--- config.mk ---
export PLATFORM = sky130hd
export DESIGN_NAME = configurable_crc8_engine
export DESIGN_NICKNAME = d
export VERILOG_FILES = /design/src/rtl/ccrc8_pkg.sv /design/src/rtl/ccrc8_regs.sv /design/src/rtl/ccrc8_front.sv /design/src/rtl/ccrc8_back.sv /design/src/rtl/configurable_crc8_engine.sv
export SDC_FILE = /design/constraint.sdc
export NUM_CORES = 1
export LEC_CHECK = 0
export BUFFER_PORTS_ARGS = -buffer_cell sky130_fd_sc_hd__buf_4
export CAP_MARGIN = 25
export CELL_PAD_IN_SITES_DETAIL_PLACEMENT = 1
export CELL_PAD_IN_SITES_GLOBAL_PLACEMENT = 2
export CORE_ASPECT_RATIO = 2
export CORE_UTILIZATION = 30
export CTS_CLUSTER_SIZE = 14
export DETAILED_ROUTE_END_ITERATION = 7
export GPL_TIMING_DRIVEN = 0
export PLACE_DENSITY = 0.71
export SKIP_LAST_GASP = 1
export SLEW_MARGIN = 0
export SYNTH_ARGS = -nofsm -noshare
export SYNTH_HDL_FRONTEND = slang
export SYNTH_SLANG_ARGS = --single-unit
--- constraint.sdc ---
create_clock -name clk -period 7.2 [get_ports clk]
set_input_delay 0.72 -clock clk [delete_from_list [all_inputs] [get_ports clk]]
set_output_delay 0.72 -clock clk [all_outputs]
set_load 0.05 [all_outputs]
--- src/rtl/ccrc8_pkg.sv ---
package ccrc8_pkg;

  localparam int ADDR_W = 5;
  localparam int DATA_W = 32;

  localparam logic [2:0] REG_INIT_VALUE  = 3'd0;
  localparam logic [2:0] REG_POLYNOMIAL  = 3'd1;
  localparam logic [2:0] REG_REFLECT_IN  = 3'd2;
  localparam logic [2:0] REG_REFLECT_OUT = 3'd3;
  localparam logic [2:0] REG_XOR_OUT     = 3'd4;

  localparam logic [7:0] INIT_VALUE_RST = 8'h00;
  localparam logic [7:0] POLYNOMIAL_RST = 8'h07;
  localparam logic       REFLECT_RST    = 1'b0;
  localparam logic [7:0] XOR_OUT_RST    = 8'h00;

  localparam logic [1:0] Q_FULL_CNT = 2'd2;

  typedef struct packed {
    logic [7:0] init_value;
    logic [7:0] polynomial;
    logic       reflect_in;
    logic       reflect_out;
    logic [7:0] xor_out;
  } cfg_t;

  typedef struct packed {
    logic [7:0] data_byte;
    logic       last_byte;
    logic [7:0] expected_crc;
  } item_t;

  typedef struct packed {
    logic [7:0] crc_value;
    logic       matches_res;
    logic       message_end;
  } res_t;

  function automatic logic [7:0] bit_rev8(input logic [7:0] v);
    logic [7:0] r;
    for (int k = 0; k < 8; k++) begin
      r[7-k] = v[k];
    end
    return r;
  endfunction

  // eight MSB-first polynomial steps, unrolled
  function automatic logic [7:0] crc8_byte(input logic [7:0] crc, input logic [7:0] data,
                                           input logic [7:0] poly);
    logic [7:0] r;
    r = crc ^ data;
    for (int k = 0; k < 8; k++) begin
      r = r[7] ? ({r[6:0], 1'b0} ^ poly) : {r[6:0], 1'b0};
    end
    return r;
  endfunction

endpackage

--- src/rtl/ccrc8_regs.sv ---
module ccrc8_regs (
  input  logic                          clk,
  input  logic                          rst_n,
  input  logic                          psel,
  input  logic                          penable,
  input  logic                          pwrite,
  input  logic [ccrc8_pkg::ADDR_W-1:0]  paddr,
  input  logic [ccrc8_pkg::DATA_W-1:0]  pwdata,
  output logic [ccrc8_pkg::DATA_W-1:0]  prdata,
  output logic                          pready,
  output ccrc8_pkg::cfg_t               cfg
);

  ccrc8_pkg::cfg_t cfg_r;
  ccrc8_pkg::cfg_t cfg_nxt;
  logic            wr_en;
  logic [2:0]      idx;

  assign pready = 1'b1;
  assign wr_en  = psel && penable && pwrite;
  assign idx    = paddr[4:2];

  always_comb begin
    cfg_nxt = cfg_r;
    if (wr_en) begin
      case (idx)
        ccrc8_pkg::REG_INIT_VALUE:  cfg_nxt.init_value  = pwdata[7:0];
        ccrc8_pkg::REG_POLYNOMIAL:  cfg_nxt.polynomial  = pwdata[7:0];
        ccrc8_pkg::REG_REFLECT_IN:  cfg_nxt.reflect_in  = pwdata[0];
        ccrc8_pkg::REG_REFLECT_OUT: cfg_nxt.reflect_out = pwdata[0];
        ccrc8_pkg::REG_XOR_OUT:     cfg_nxt.xor_out     = pwdata[7:0];
        default: ;
      endcase
    end
  end

  always_ff @(posedge clk) begin
    if (!rst_n) begin
      cfg_r.init_value  <= ccrc8_pkg::INIT_VALUE_RST;
      cfg_r.polynomial  <= ccrc8_pkg::POLYNOMIAL_RST;
      cfg_r.reflect_in  <= ccrc8_pkg::REFLECT_RST;
      cfg_r.reflect_out <= ccrc8_pkg::REFLECT_RST;
      cfg_r.xor_out     <= ccrc8_pkg::XOR_OUT_RST;
    end else begin
      cfg_r <= cfg_nxt;
    end
  end

  always_comb begin
    case (idx)
      ccrc8_pkg::REG_INIT_VALUE:  prdata = {24'd0, cfg_r.init_value};
      ccrc8_pkg::REG_POLYNOMIAL:  prdata = {24'd0, cfg_r.polynomial};
      ccrc8_pkg::REG_REFLECT_IN:  prdata = {31'd0, cfg_r.reflect_in};
      ccrc8_pkg::REG_REFLECT_OUT: prdata = {31'd0, cfg_r.reflect_out};
      ccrc8_pkg::REG_XOR_OUT:     prdata = {24'd0, cfg_r.xor_out};
      default:                    prdata = '0;
    endcase
  end

  assign cfg = cfg_r;

endmodule

--- src/rtl/ccrc8_front.sv ---
module ccrc8_front (
  input  logic             clk,
  input  logic             rst_n,
  input  logic             push,
  output logic             full,
  input  logic [7:0]       data_byte,
  input  logic             last_byte,
  input  logic [7:0]       expected_crc,
  input  logic             reflect_in,
  output logic             head_valid,
  output ccrc8_pkg::item_t head,
  input  logic             take
);

  ccrc8_pkg::item_t mem_r [2];
  ccrc8_pkg::item_t wr_item;
  logic             wr_ptr_r, wr_ptr_nxt;
  logic             rd_ptr_r, rd_ptr_nxt;
  logic [1:0]       cnt_r, cnt_nxt;
  logic             do_push;
  logic             do_take;

  assign full       = (cnt_r == ccrc8_pkg::Q_FULL_CNT);
  assign head_valid = (cnt_r != 2'd0);
  assign head       = mem_r[rd_ptr_r];
  assign do_push    = push && !full;
  assign do_take    = take && head_valid;

  // input reflection is applied on entry
  always_comb begin
    wr_item.data_byte    = reflect_in ? ccrc8_pkg::bit_rev8(data_byte) : data_byte;
    wr_item.last_byte    = last_byte;
    wr_item.expected_crc = expected_crc;
  end

  always_comb begin
    wr_ptr_nxt = do_push ? ~wr_ptr_r : wr_ptr_r;
    rd_ptr_nxt = do_take ? ~rd_ptr_r : rd_ptr_r;
    cnt_nxt    = cnt_r + {1'b0, do_push} - {1'b0, do_take};
  end

  always_ff @(posedge clk) begin
    if (!rst_n) begin
      wr_ptr_r <= 1'b0;
      rd_ptr_r <= 1'b0;
      cnt_r    <= 2'd0;
    end else begin
      wr_ptr_r <= wr_ptr_nxt;
      rd_ptr_r <= rd_ptr_nxt;
      cnt_r    <= cnt_nxt;
    end
  end

  always_ff @(posedge clk) begin
    if (do_push) begin
      mem_r[wr_ptr_r] <= wr_item;
    end
  end

endmodule

--- src/rtl/ccrc8_back.sv ---
module ccrc8_back (
  input  logic             clk,
  input  logic             rst_n,
  input  ccrc8_pkg::cfg_t  cfg,
  input  logic             head_valid,
  input  ccrc8_pkg::item_t head,
  output logic             take,
  output logic             empty,
  input  logic             pop,
  output ccrc8_pkg::res_t  res
);

  logic [7:0]       crc_r, crc_nxt;
  logic [7:0]       crc_calc;
  logic [7:0]       crc_fin;
  ccrc8_pkg::res_t  wr_res;
  ccrc8_pkg::res_t  mem_r [2];
  logic             wr_ptr_r, wr_ptr_nxt;
  logic             rd_ptr_r, rd_ptr_nxt;
  logic [1:0]       cnt_r, cnt_nxt;
  logic             do_pop;

  assign take   = head_valid && (cnt_r != ccrc8_pkg::Q_FULL_CNT);
  assign empty  = (cnt_r == 2'd0);
  assign do_pop = pop && !empty;
  assign res    = mem_r[rd_ptr_r];

  always_comb begin
    crc_calc           = ccrc8_pkg::crc8_byte(crc_r, head.data_byte, cfg.polynomial);
    crc_fin            = (cfg.reflect_out ? ccrc8_pkg::bit_rev8(crc_calc) : crc_calc)
                         ^ cfg.xor_out;
    wr_res.crc_value   = crc_fin;
    wr_res.matches_res = (crc_fin == head.expected_crc);
    wr_res.message_end = head.last_byte;
    crc_nxt            = crc_r;
    if (take) begin
      crc_nxt = head.last_byte ? cfg.init_value : crc_calc;
    end
  end

  always_comb begin
    wr_ptr_nxt = take ? ~wr_ptr_r : wr_ptr_r;
    rd_ptr_nxt = do_pop ? ~rd_ptr_r : rd_ptr_r;
    cnt_nxt    = cnt_r + {1'b0, take} - {1'b0, do_pop};
  end

  always_ff @(posedge clk) begin
    if (!rst_n) begin
      crc_r    <= ccrc8_pkg::INIT_VALUE_RST;
      wr_ptr_r <= 1'b0;
      rd_ptr_r <= 1'b0;
      cnt_r    <= 2'd0;
    end else begin
      crc_r    <= crc_nxt;
      wr_ptr_r <= wr_ptr_nxt;
      rd_ptr_r <= rd_ptr_nxt;
      cnt_r    <= cnt_nxt;
    end
  end

  always_ff @(posedge clk) begin
    if (take) begin
      mem_r[wr_ptr_r] <= wr_res;
    end
  end

endmodule

--- src/rtl/configurable_crc8_engine.sv ---
// A byte is registered in the input queue, then its result in the result queue.
// Throughput: one byte per cycle unless the result queue is full; the CRC update
// is one unrolled XOR network per byte in the back stage, fed from a 2-entry queue
// behind the input. A 2-entry result queue lets input keep flowing while a result
// waits for pop. Reset (rst_n low, synchronous): queues empty, CRC register and
// config registers return to their reset values.
module configurable_crc8_engine (
  input  logic                         clk,
  input  logic                         rst_n,
  input  logic                         push,
  output logic                         full,
  input  logic [7:0]                   in_data_byte,
  input  logic                         in_last_byte,
  input  logic [7:0]                   in_expected_crc,
  output logic                         empty,
  input  logic                         pop,
  output logic [7:0]                   out_crc_value,
  output logic                         out_matches_res,
  output logic                         out_message_end,
  input  logic                         psel,
  input  logic                         penable,
  input  logic                         pwrite,
  input  logic [ccrc8_pkg::ADDR_W-1:0] paddr,
  input  logic [ccrc8_pkg::DATA_W-1:0] pwdata,
  output logic [ccrc8_pkg::DATA_W-1:0] prdata,
  output logic                         pready
);

  ccrc8_pkg::cfg_t  cfg;
  ccrc8_pkg::item_t head;
  ccrc8_pkg::res_t  res;
  logic             head_valid;
  logic             take;

  ccrc8_regs u_regs (
    .clk     (clk),
    .rst_n   (rst_n),
    .psel    (psel),
    .penable (penable),
    .pwrite  (pwrite),
    .paddr   (paddr),
    .pwdata  (pwdata),
    .prdata  (prdata),
    .pready  (pready),
    .cfg     (cfg)
  );

  ccrc8_front u_front (
    .clk          (clk),
    .rst_n        (rst_n),
    .push         (push),
    .full         (full),
    .data_byte    (in_data_byte),
    .last_byte    (in_last_byte),
    .expected_crc (in_expected_crc),
    .reflect_in   (cfg.reflect_in),
    .head_valid   (head_valid),
    .head         (head),
    .take         (take)
  );

  ccrc8_back u_back (
    .clk        (clk),
    .rst_n      (rst_n),
    .cfg        (cfg),
    .head_valid (head_valid),
    .head       (head),
    .take       (take),
    .empty      (empty),
    .pop        (pop),
    .res        (res)
  );

  assign out_crc_value   = res.crc_value;
  assign out_matches_res = res.matches_res;
  assign out_message_end = res.message_end;

endmodule

==> results of run 1 <==
==> cell type report <==
| class | count | area (um2) | share of cell area [%] |
|---|---|---|---|
| clock inverters | 3 | 65.1 | 0.860 |
| repair buffers | 57 | 435 | 5.75 |
| inverters | 15 | 56.3 | 0.744 |
| well taps | 269 | 337 | 4.45 |
| clock buffers | 13 | 240 | 3.18 |
| flip-flops and latches | 98 | 2500 | 33.1 |
| plain buffers | 64 | 348 | 4.60 |
| multi-input cells | 475 | 3580 | 47.3 |
==> cells by family after synthesis <==
logic type	count (synthesis)
AOI/OAI and AO/OA	99
xor gates and xnor gates	69
adders and majority gates	4
buffers and inverters	79
DFF	98
muxes	91
other	2
and+or+nand+nor	187
==> power groups by stage <==
stage                     registers, W  logic (W)  clock network (W)
after floorplan               0.000841    0.00197                  0
after global placement        0.000851    0.00257                  0
after detailed placement      0.000858    0.00263                  0
after CTS                     0.000846    0.00265           0.000523
after global routing          0.000855    0.00281           0.000540
final                         0.000843    0.00263           0.000506
==> worst min-delay path by stage <==
stage	from	to	slack, ns	cells past startpoint
after floorplan	u_back.crc_r[2]	u_back.crc_r[2]	0.49	1
after detailed placement	u_back.crc_r[2]	u_back.crc_r[2]	0.51	1
after CTS	in_expected_crc[2]	u_front.mem_r[1][2]	0.52	1
after global routing	in_expected_crc[7]	u_front.mem_r[1][7]	0.53	1
after global placement	u_back.crc_r[4]	u_back.crc_r[4]	0.50	1
final	u_back.crc_r[4]	u_back.crc_r[4]	0.52	1
==> through the flow <==
| step | std cells | utilization [%] | hold WS, ns | power [W] |
|---|---|---|---|---|
| floorplan | 652 | - | 0.491 | 0.00281 |
| global placement | 975 | 34.5 | 0.502 | 0.00342 |
| detailed placement | 977 | 34.7 | 0.509 | 0.00349 |
| CTS | 993 | 36.1 | 0.524 | 0.00402 |
| global route | 994 | 36.2 | 0.531 | 0.00421 |
| finish | 994 | 36.2 | 0.523 | 0.00398 |
==> metal layers <==
layer  vias up  GRT usage, %  part of all wire, %
met2       119          36.2                   58
met5         -             0                    0
met1      2481          16.0                   34
met3        56          2.57                  2.4
met4         0          12.3                  6.1
li1       2371             -                    -
==> critical path, delay by kind of cell (launching register included) <==
family | cells | cell delay, ns
buffers and inverters | 1 | 0.17
DFF | 1 | 0.32
and+or+nand+nor | 5 | 1.63
muxes | 3 | 0.96
AOI/OAI and AO/OA | 6 | 1.92
xor gates and xnor gates | 3 | 1.24
==> cell usage in the layout (no fill, tap or decap), types with 4 or more instances in the layout <==
| master | count |
|---|---|
| xor2_1 | 14 |
| nor2b_1 | 29 |
| nand3_1 | 13 |
| o211a_1 | 6 |
| xnor2_1 | 42 |
| mux2_2 | 20 |
| xnor3_1 | 8 |
| nor2_1 | 37 |
| buf_1 | 4 |
| o21ai_0 | 15 |
| a21oi_1 | 22 |
| nand3b_1 | 5 |
| o22ai_1 | 7 |
| buf_4 | 82 |
| mux2i_1 | 67 |
| clkbuf_16 | 9 |
| o21a_1 | 5 |
| edfxtp_1 | 54 |
| conb_1 | 25 |
| o21ai_1 | 4 |
| nor3_1 | 13 |
| nand2_1 | 48 |
| and3_1 | 4 |
| ha_1 | 4 |
| a211oi_1 | 8 |
| a32oi_1 | 4 |
| clkbuf_1 | 35 |
| dfxtp_1 | 44 |
| inv_1 | 13 |
| and2_1 | 14 |
==> state kept, by name (all words and copies together), names as in the netlist, named ones only <==
name              count
u_back.cnt_r          2
u_back.crc_r          8
u_back.mem_r         20
u_back.rd_ptr_r       1
u_back.wr_ptr_r       1
u_front.cnt_r         2
u_front.mem_r        34
u_front.rd_ptr_r      1
u_front.wr_ptr_r      1
u_regs.cfg           26
==> flow_summary.ini, run 1 <==
[run_status]
status = complete, no violations

[sta]
period_needed_ns = 6.43
worstMarginPinSlew_ns = 0.939
finalCritPeriodShare_pct = 89.3
final_hold_viol_count = 0
fmax_ghz = 0.156
finalMaxSlewViolations = 0
setup_viol = 0
slew_headroom_pct = 37.1
timing.final.ws_setup_ns = 0.771
fin_worst_skew_ns = 0.00915
rsz0062_at_grt = no
fin_setup_tns_ns = 0

[final_layout]
antenna_cells = 0
final_layout_size_suffix_gt1_share_pct = 19.9
syn2layout_area_growth_pct = 18.2
nFillCells = 2410
nets = 785
final_cell_area_um2 = 7570

[routing]
drc_errors = 0
wl_per_cell_um = 19.4
drt_iter0_drc = 117
via_count = 5027
wl_mm = 19.3
antenna_left = 0
via_per_inst = 5.06
dr.pass1.iters = 4

[power]
p_sw_share_pct = 45.2
switchingPower_w = 0.00180
comb_power_share_pct = 66.1
clkPwrFrac_pct = 12.7
p_leak_nw = 3.03
p_int_w = 0.00218
power.density_nw_per_um2 = 526
seq_power_share_pct = 21.2
ir_drop_uv = 279

[clock_tree]
cts_resized = 0
post_cts_buffers = 0
clkTransAtPathRegs_ns = 0.06
clkSinkCount = 98
cts_tree = done
clock_latency_ns = 0.36
cts_buffers = 9
root_buffer = clkbuf_16
htreeDepth = 3
cts_buffer_depth = 2
cts_hold_buffers = 0

[job]
timing.max_cap.violations = 0

[hold_path]
min_path_type = reg -> reg

[synth]
async_reset_ff_share_pct = 0
synth_edf_count = 54
syn_area_per_cell_um2 = 10.2
synth_top_area_share_pct = 25.3
yosys.area_share.simple_pct = 15.1
synthFlopType = edfxtp_1
synth_fa_ha_area_share_pct = 0.782
synth_compound_area_share_pct = 11.2
synth_most_common_cell = mux2i_1
yosys.area.top_type = edfxtp_1
synthTopCellsByArea = edfxtp_1 25%, dfxtp_1 14%, mux2i_1 10%
yosysUniqueCellTypes = 70
netlist_area_um2 = 6400
yosys_register_bits = 98
synth_xor_area_share_pct = 12.3
synth_mux_area_share_pct = 15.2
ys_warn_count = 0
synth_top_family_by_area = multiplexers
ys_seq_area_share_pct = 39.1
synth_common_cells = 67 x mux2i_1, 54 x edfxtp_1, 48 x nand2_1, 44 x dfxtp_1, 42 x xnor2_1
netlist_instances = 629

[worst_setup_path]
crit_path_end_kind = register
timing.rr.end = u_back.mem_r[0][1]
path_cells = buf_6 -> mux2i_4 -> xnor2_1 -> nor3_2 -> o21ai_2 -> a21oi_1 -> nor2_1 -> a311o_1 -> o211ai_2 -> mux2i_1 -> xnor3_1 -> nor3_2 -> o21ai_2 -> xnor3_2 -> mux2_4 -> nor4_2 -> o2111ai_1 -> nor4_2
cp.required_ns = 7.36
slowest_stage = a21oi_1
cp_data_arrival_time_ns = 6.59
crit_type = reg -> reg
rrSetupSlack_ns = 0.77
cp-start-kind = register
crit_path_max_fanout = 10
reg2regPathDepth = 18
max_stage_delay_ns = 0.72
crit_end = u_back.mem_r[0][1]

[floorplan]
num_rows = 75
die_w_um = 105
dieArea_um2 = 22000
io_pins = 106
die_h_um = 209
core_area_um2 = 20900
start_util_pct = 30.6

[placed_design]
place_area_um2 = 7250
gp_congestion = 0.879
post-dp-hpwl_mm = 15.7
io_buffers = 54
dp_slack_ns = 0.789

[global_route]
track_usage_pct = 18.1
grt_antenna_before_repair = 0
grt_pass1_wl_mm = 29.4
grt_pass1_vias = 5371
grt_overflow = 0
grt_start_max_net_pins = 18
Power figures use the tool's default switching activity.
==> run 2, diff against run 1 <==
--- a/config.mk
+++ b/config.mk
@@ -14,9 +14,11 @@
 export CTS_CLUSTER_SIZE = 14
 export DETAILED_ROUTE_END_ITERATION = 7
 export GPL_TIMING_DRIVEN = 0
+export HOLD_SLACK_MARGIN = 0.08
 export PLACE_DENSITY = 0.71
 export SKIP_LAST_GASP = 1
 export SLEW_MARGIN = 0
 export SYNTH_ARGS = -nofsm -noshare
 export SYNTH_HDL_FRONTEND = slang
+export SYNTH_HIERARCHICAL = 1
 export SYNTH_SLANG_ARGS = --single-unit
==> run 2 against run 1 <==
  * Die area increased by 5.3%
  * Core utilization decreased by 0.092 points
  * Combinational power increased by 15%
  * Worst setup slack improved by 0.21 ns
  * Final cell count rose by 5.1%
  * Largest cell class unchanged
  * Highest routed layer unchanged
==> flow_summary.ini, run 2 <==
[power]
power.density_nw_per_um2 = 560
ir_drop_uv = 293
comb_power_share_pct = 67.8
switchingPower_w = 0.00211
p_int_w = 0.00235
p_leak_nw = 3.25
clkPwrFrac_pct = 12.8
p_sw_share_pct = 47.3
seq_power_share_pct = 19.4

[clock_tree]
clkTransAtPathRegs_ns = 0.07
clock_latency_ns = 0.35
cts_resized = 0
htreeDepth = 3
cts_hold_buffers = 0
clkSinkCount = 98
cts_buffer_depth = 2
cts_buffers = 9
post_cts_buffers = 0
cts_tree = done
root_buffer = clkbuf_16

[job]
timing.max_cap.violations = 0

[worst_setup_path]
worst-path-buf-inv = 3
crit_path_end_kind = register
cp_data_arrival_time_ns = 6.36
reg2regPathDepth = 19
rrSetupSlack_ns = 0.99
timing.rr.end = u_back/mem_r[1][1]
cp-start-kind = register
max_stage_delay_ns = 0.65
crit_path_max_fanout = 10
path_delay_family = compound AO/OA/AOI/OAI gates
crit_type = reg -> reg
path_cells = buf_6 -> buf_12 -> mux2_4 -> xnor2_2 -> a21boi_1 -> or2_0 -> clkbuf_1 -> mux2i_1 -> a211oi_1 -> xnor2_2 -> a21oi_1 -> nor2_1 -> o211ai_1 -> o21ai_0 -> xnor2_1 -> mux2i_1 -> a221oi_1 -> o211ai_1 -> nor4_2
slowest_stage = a21oi_1
cp.required_ns = 7.35

[synth]
ys_warn_count = 6
synthFlopType = edfxtp_1
synth_top_area_share_pct = 24.0
syn_area_per_cell_um2 = 9.99
ys_seq_area_share_pct = 37.1
netlist_instances = 675
async_reset_ff_share_pct = 0
yosys_register_bits = 98
yosys.area.top_type = edfxtp_1
synth_edf_count = 54
netlist_area_um2 = 6740
synthTopCellsByArea = edfxtp_1 24%, dfxtp_1 13%, mux2i_1 7.1%
yosysUniqueCellTypes = 81
synth_most_common_cell = nand2_1
synth_common_cells = 70 x nand2_1, 54 x edfxtp_1, 48 x mux2i_1, 48 x nor2_1

[global_route]
grt_overflow = 0
grt_pass1_wl_mm = 32.2
track_usage_pct = 18.8
grt_pass1_vias = 5833
grt_start_max_net_pins = 18
grt_antenna_before_repair = 0

[floorplan]
io_pins = 106
die_w_um = 108
dieArea_um2 = 23100
num_rows = 77
core_area_um2 = 22100
start_util_pct = 30.6
die_h_um = 214

[final_layout]
largest_reg_flops = 34
syn2layout_area_growth_pct = 18.0
nFillCells = 2504
nets = 829
layout_commonest_cell = buf_4
final_layout_size_suffix_gt1_share_pct = 22.2
fin_cells = 1045
final_cell_mix = 82 x buf_4, 70 x nand2_1, 54 x edfxtp_1, 48 x mux2i_1, 47 x nor2_1
antenna_cells = 0
regMostFlops = u_front/mem_r

[hold_path]
holdPathEnd = u_front/wr_ptr_r
holdPathStages = 2
hold_start = u_front/wr_ptr_r
min_path_type = reg -> reg

[routing]
antenna_left = 0
wl_mm = 20.8
wl_per_cell_um = 19.9
drt_iter0_drc = 222
via_count = 5341
drc_errors = 0
dr.pass1.iters = 4
via_per_inst = 5.11

[sta]
fin_worst_skew_ns = 0.00912
worstMarginPinSlew_ns = 0.952
setup_viol = 0
slew_headroom_pct = 36.5
timing.final.ws_setup_ns = 0.985
finalMaxSlewViolations = 0
rsz0062_at_grt = no
whs_ns = 0.513
final_hold_viol_count = 0
period_needed_ns = 6.21
finalCritPeriodShare_pct = 86.3
fmax_ghz = 0.161
fin_setup_tns_ns = 0

[placed_design]
gp_congestion = 0.856
placed_cells = 1028
post-dp-hpwl_mm = 16.9
dp_slack_ns = 0.991
io_buffers = 54

[run_status]
status = complete, no violations
==> run 2: cell type report <==
class / instances / area [um2] / share of cell area [%]
multi-input combinational: 525 / 3890 / 49.0
sequential: 98 / 2500 / 31.5
timing repair buffer: 55 / 413 / 5.19
buffer: 60 / 379 / 4.76
tap: 276 / 345 / 4.34
clock buffer: 12 / 289 / 3.63
clock inverter: 4 / 76.3 / 0.959
inverter: 15 / 56.3 / 0.708
==> run 2: logic make-up (layout without fill, tap and decap cells) <==
family                     Yosys count  count (layout)  share of synthesized area [%]
other                                2              25                          0.111
muxes                               84              84                           13.7
adders and majority gates            4               4                          0.742
DFF                                 98              98                           37.1
xor gates and xnor gates            75              75                           12.4
buffers and inverters               75             146                           6.46
and+or+nand+nor                    214             214                           16.2
AOI/OAI and AO/OA                  123             123                           13.3
==> run 2: power groups by stage <==
stage               clock [W]  combinational [W]  sequential, W
floorplan                   0            0.00227       0.000856
global placement            0            0.00293       0.000870
detailed placement          0            0.00302       0.000879
CTS                  0.000584            0.00304       0.000867
global route         0.000605            0.00328       0.000875
finish               0.000572            0.00302       0.000863
==> run 2: per-stage QoR <==
| step | utilization [%] | total power (W) | cell area, um2 |
|---|---|---|---|
| 2_1_floorplan | - | 0.00313 | 6830 |
| 3_3_place_gp | 34.4 | 0.00380 | 7580 |
| 3_5_place_dp | 34.4 | 0.00390 | 7580 |
| 4_1_cts | 36.0 | 0.00449 | 7950 |
| 5_1_grt | 36.1 | 0.00476 | 7960 |
| 6_report | 36.1 | 0.00446 | 7960 |
==> run 2: worst max-delay path by stage <==
stage	cells past startpoint	start	endpoint
global placement	19	register	u_back/mem_r[0][1]
finish	19	register	u_back/mem_r[1][1]
detailed placement	19	register	u_back/mem_r[0][1]
CTS	19	register	u_back/mem_r[1][1]
floorplan	19	register	u_back/mem_r[0][1]
global route	19	register	u_back/mem_r[1][1]
==> run 2: tightest hold or removal path, cell delays in order, from the launching register on <==
cell and delay (ns):
dfxtp_1 0.34, nand2_1 0.06, mux2i_1 0.06
==> run 2: routing by layer <==
layer | part of all wire, % | vias up | track usage (%) | routed length [um]
met2 | 59 | 122 | 38.1 | 12300
met3 | 2.2 | 43 | 1.49 | 466
met1 | 32 | 2605 | 16.4 | 6720
met5 | 0 | - | 0 | 0
met4 | 6.2 | 0 | 12.6 | 1290
li1 | - | 2571 | - | -
==> run 3, diff against run 2 <==
--- a/config.mk
+++ b/config.mk
@@ -5,17 +5,19 @@
 export SDC_FILE = /design/constraint.sdc
 export NUM_CORES = 1
 export LEC_CHECK = 0
-export BUFFER_PORTS_ARGS = -buffer_cell sky130_fd_sc_hd__buf_4
 export CAP_MARGIN = 25
 export CELL_PAD_IN_SITES_DETAIL_PLACEMENT = 1
 export CELL_PAD_IN_SITES_GLOBAL_PLACEMENT = 2
 export CORE_ASPECT_RATIO = 2
+export CORE_MARGIN = 3
 export CORE_UTILIZATION = 30
+export CTS_BUF_LIST = sky130_fd_sc_hd__clkbuf_2
 export CTS_CLUSTER_SIZE = 14
 export DETAILED_ROUTE_END_ITERATION = 7
+export DONT_BUFFER_PORTS = 1
 export GPL_TIMING_DRIVEN = 0
 export HOLD_SLACK_MARGIN = 0.08
-export PLACE_DENSITY = 0.71
+export PLACE_DENSITY = 0.64
 export SKIP_LAST_GASP = 1
 export SLEW_MARGIN = 0
 export SYNTH_ARGS = -nofsm -noshare
==> run 3 against run 2 <==
  * Count of clock-buffer cells in the layout shrank 1
  * Combinational power shrank 3%
  * Wire length grew 4.2%
  * Final cell count shrank 4.6%
  * Critical path depth is the same
  * Register-to-register slack lost 0.07 ns
  * First-iteration DRC count shrank 29%
  * Sequential cell count is the same
  * Hold slack lost 0.32 ns
  * Sequential power grew 0.6%
  * Clock power shrank 54%
  * Clock skew grew 0.033 ns
  * Critical path type unchanged
  * Largest power group unchanged
  * Highest routed layer unchanged
==> flow_summary.ini, run 3 (synthesis results as in run 2) <==
[run_status]
status = complete, no violations

[sta]
timing.final.ws_setup_ns = 0.917
fin_setup_tns_ns = 0
finalCritPeriodShare_pct = 87.3
rsz0062_at_grt = no
period_needed_ns = 6.28
fin_worst_skew_ns = 0.0424
finalMaxSlewViolations = 0
whs_ns = 0.193
fmax_ghz = 0.159
setup_viol = 0
final_hold_viol_count = 0
worstMarginPinSlew_ns = 1.00
slew_headroom_pct = 33.1

[worst_setup_path]
rrSetupSlack_ns = 0.92
cp.required_ns = 7.63
timing.rr.end = u_back/mem_r[0][1]
worst-path-buf-inv = 3
path_cells = buf_6 -> buf_12 -> mux2_4 -> xnor2_2 -> a21boi_1 -> or2_0 -> clkbuf_1 -> mux2i_1 -> a211oi_1 -> xnor2_2 -> a21oi_1 -> nor2_1 -> a211oi_1 -> nor3_1 -> o211ai_1 -> a31oi_1 -> xnor3_1 -> o211ai_1 -> nor4_2
slowest_stage = a21oi_1
crit_path_max_fanout = 10
cp_data_arrival_time_ns = 6.71
cp-start-kind = register
reg2regPathDepth = 19
path_delay_family = compound AO/OA/AOI/OAI gates
max_stage_delay_ns = 0.69
crit_type = reg -> reg
crit_path_end_kind = register

[floorplan]
die_w_um = 112
io_pins = 106
start_util_pct = 30.4
core_area_um2 = 22200
dieArea_um2 = 24400
die_h_um = 218
num_rows = 77

[final_layout]
layout_commonest_cell = nand2_1
regMostFlops = u_front/mem_r
largest_reg_flops = 34
final_cell_mix = 70 x nand2_1, 54 x edfxtp_1, 48 x mux2i_1, 47 x nor2_1
syn2layout_area_growth_pct = 8.92
final_layout_size_suffix_gt1_share_pct = 16.3
nets = 780
final_util_pct = 33.2

[routing]
wl_per_cell_um = 21.8
drt_iter0_drc = 157
drc_errors = 0
antenna_left = 0
via_count = 5147
wl_mm = 21.7
via_per_inst = 5.16
dr.pass1.iters = 4

[clock_tree]
clkSinkCount = 98
cts_buffers = 9
clock_latency_ns = 0.64
cts_buffer_depth = 2
post_cts_buffers = 0
cts_tree = done
htreeDepth = 3
root_buffer = clkbuf_2
clkTransAtPathRegs_ns = 0.24

[global_route]
grt_pass1_vias = 5694
track_usage_pct = 18.0
grt_overflow = 0
grt_pass1_wl_mm = 32.9
grt_antenna_before_repair = 1
grt_start_max_net_pins = 18

[power]
p_leak_nw = 2.90
power.density_nw_per_um2 = 554
power.total_w = 0.00407
ir_drop_uv = 235

[job]
timing.max_cap.violations = 0

[hold_path]
holdPathEnd = u_front/mem_r[1][3]
hold_start = in_expected_crc[3]
min_path_type = in -> reg
holdPathStages = 0

[placed_design]
io_buffers = 0
gp_congestion = 0.819
post-dp-hpwl_mm = 17.8
dp_slack_ns = 1.00
run 3: routing by layer:
metal | vias to the layer above | GRT usage, % | part of all wire [%]
met5 | - | 0 | 0
met4 | 0 | 11.0 | 6.0
met3 | 52 | 2.50 | 2.5
met2 | 110 | 37.3 | 60
met1 | 2517 | 15.4 | 32
li1 | 2468 | - | -
run 3: worst max path at each step:
stage / depth (start not counted) / slack, ns / endpoint / start
global placement: 19 / 1.22 / u_back/mem_r[0][1] / register
global route: 19 / 0.54 / u_back/mem_r[0][1] / register
floorplan: 19 / 2.23 / u_back/mem_r[0][1] / register
finish: 19 / 0.92 / u_back/mem_r[0][1] / register
detailed placement: 19 / 1.00 / u_back/mem_r[1][1] / register
CTS: 19 / 0.94 / u_back/mem_r[0][1] / register
run 3: through the flow:
step | instances | instance area, um2
2_1_floorplan | 698 | 6830
3_3_place_gp | 974 | 7180
3_5_place_dp | 975 | 7190
4_1_cts | 995 | 7340
5_1_grt | 997 | 7350
6_report | 997 | 7350
run 3: timing repair:
item	in CTS	in global routing
resized for setup	0	0
hold buffers	4	0
hold endpoints to repair	6	0
run 3: layout make-up:
| type | instances | area [um2] |
|---|---|---|
| sequential | 98 | 2500 |
| antenna | 1 | 2.50 |
| buffer | 60 | 379 |
| clock buffer | 11 | 55.1 |
| timing repair buffer | 6 | 55.1 |
| clock inverter | 5 | 55.1 |
| inverter | 15 | 56.3 |
| tap | 276 | 345 |
| multi-input combinational | 525 | 3890 |
| fill | 2611 | 14800 |
run 3: power by group:
part	internal, W	switching, W
sequential	0.000806	0.0000612
clock	0.0000818	0.000183
combinational	0.00112	0.00181
total	0.00201	0.00205
run 3: worst register-to-register path, cell delays in order (launching register included):
cell and delay [ns]:
dfxtp_1 0.38, buf_6 0.15, buf_12 0.16, mux2_4 0.33, xnor2_2 0.49, a21boi_1 0.36, or2_0 0.15, clkbuf_1 0.21
mux2i_1 0.12, a211oi_1 0.43, xnor2_2 0.21, a21oi_1 0.69, nor2_1 0.36, a211oi_1 0.41, nor3_1 0.11, o211ai_1 0.49
a31oi_1 0.26, xnor3_1 0.28, o211ai_1 0.12, nor4_2 0.38
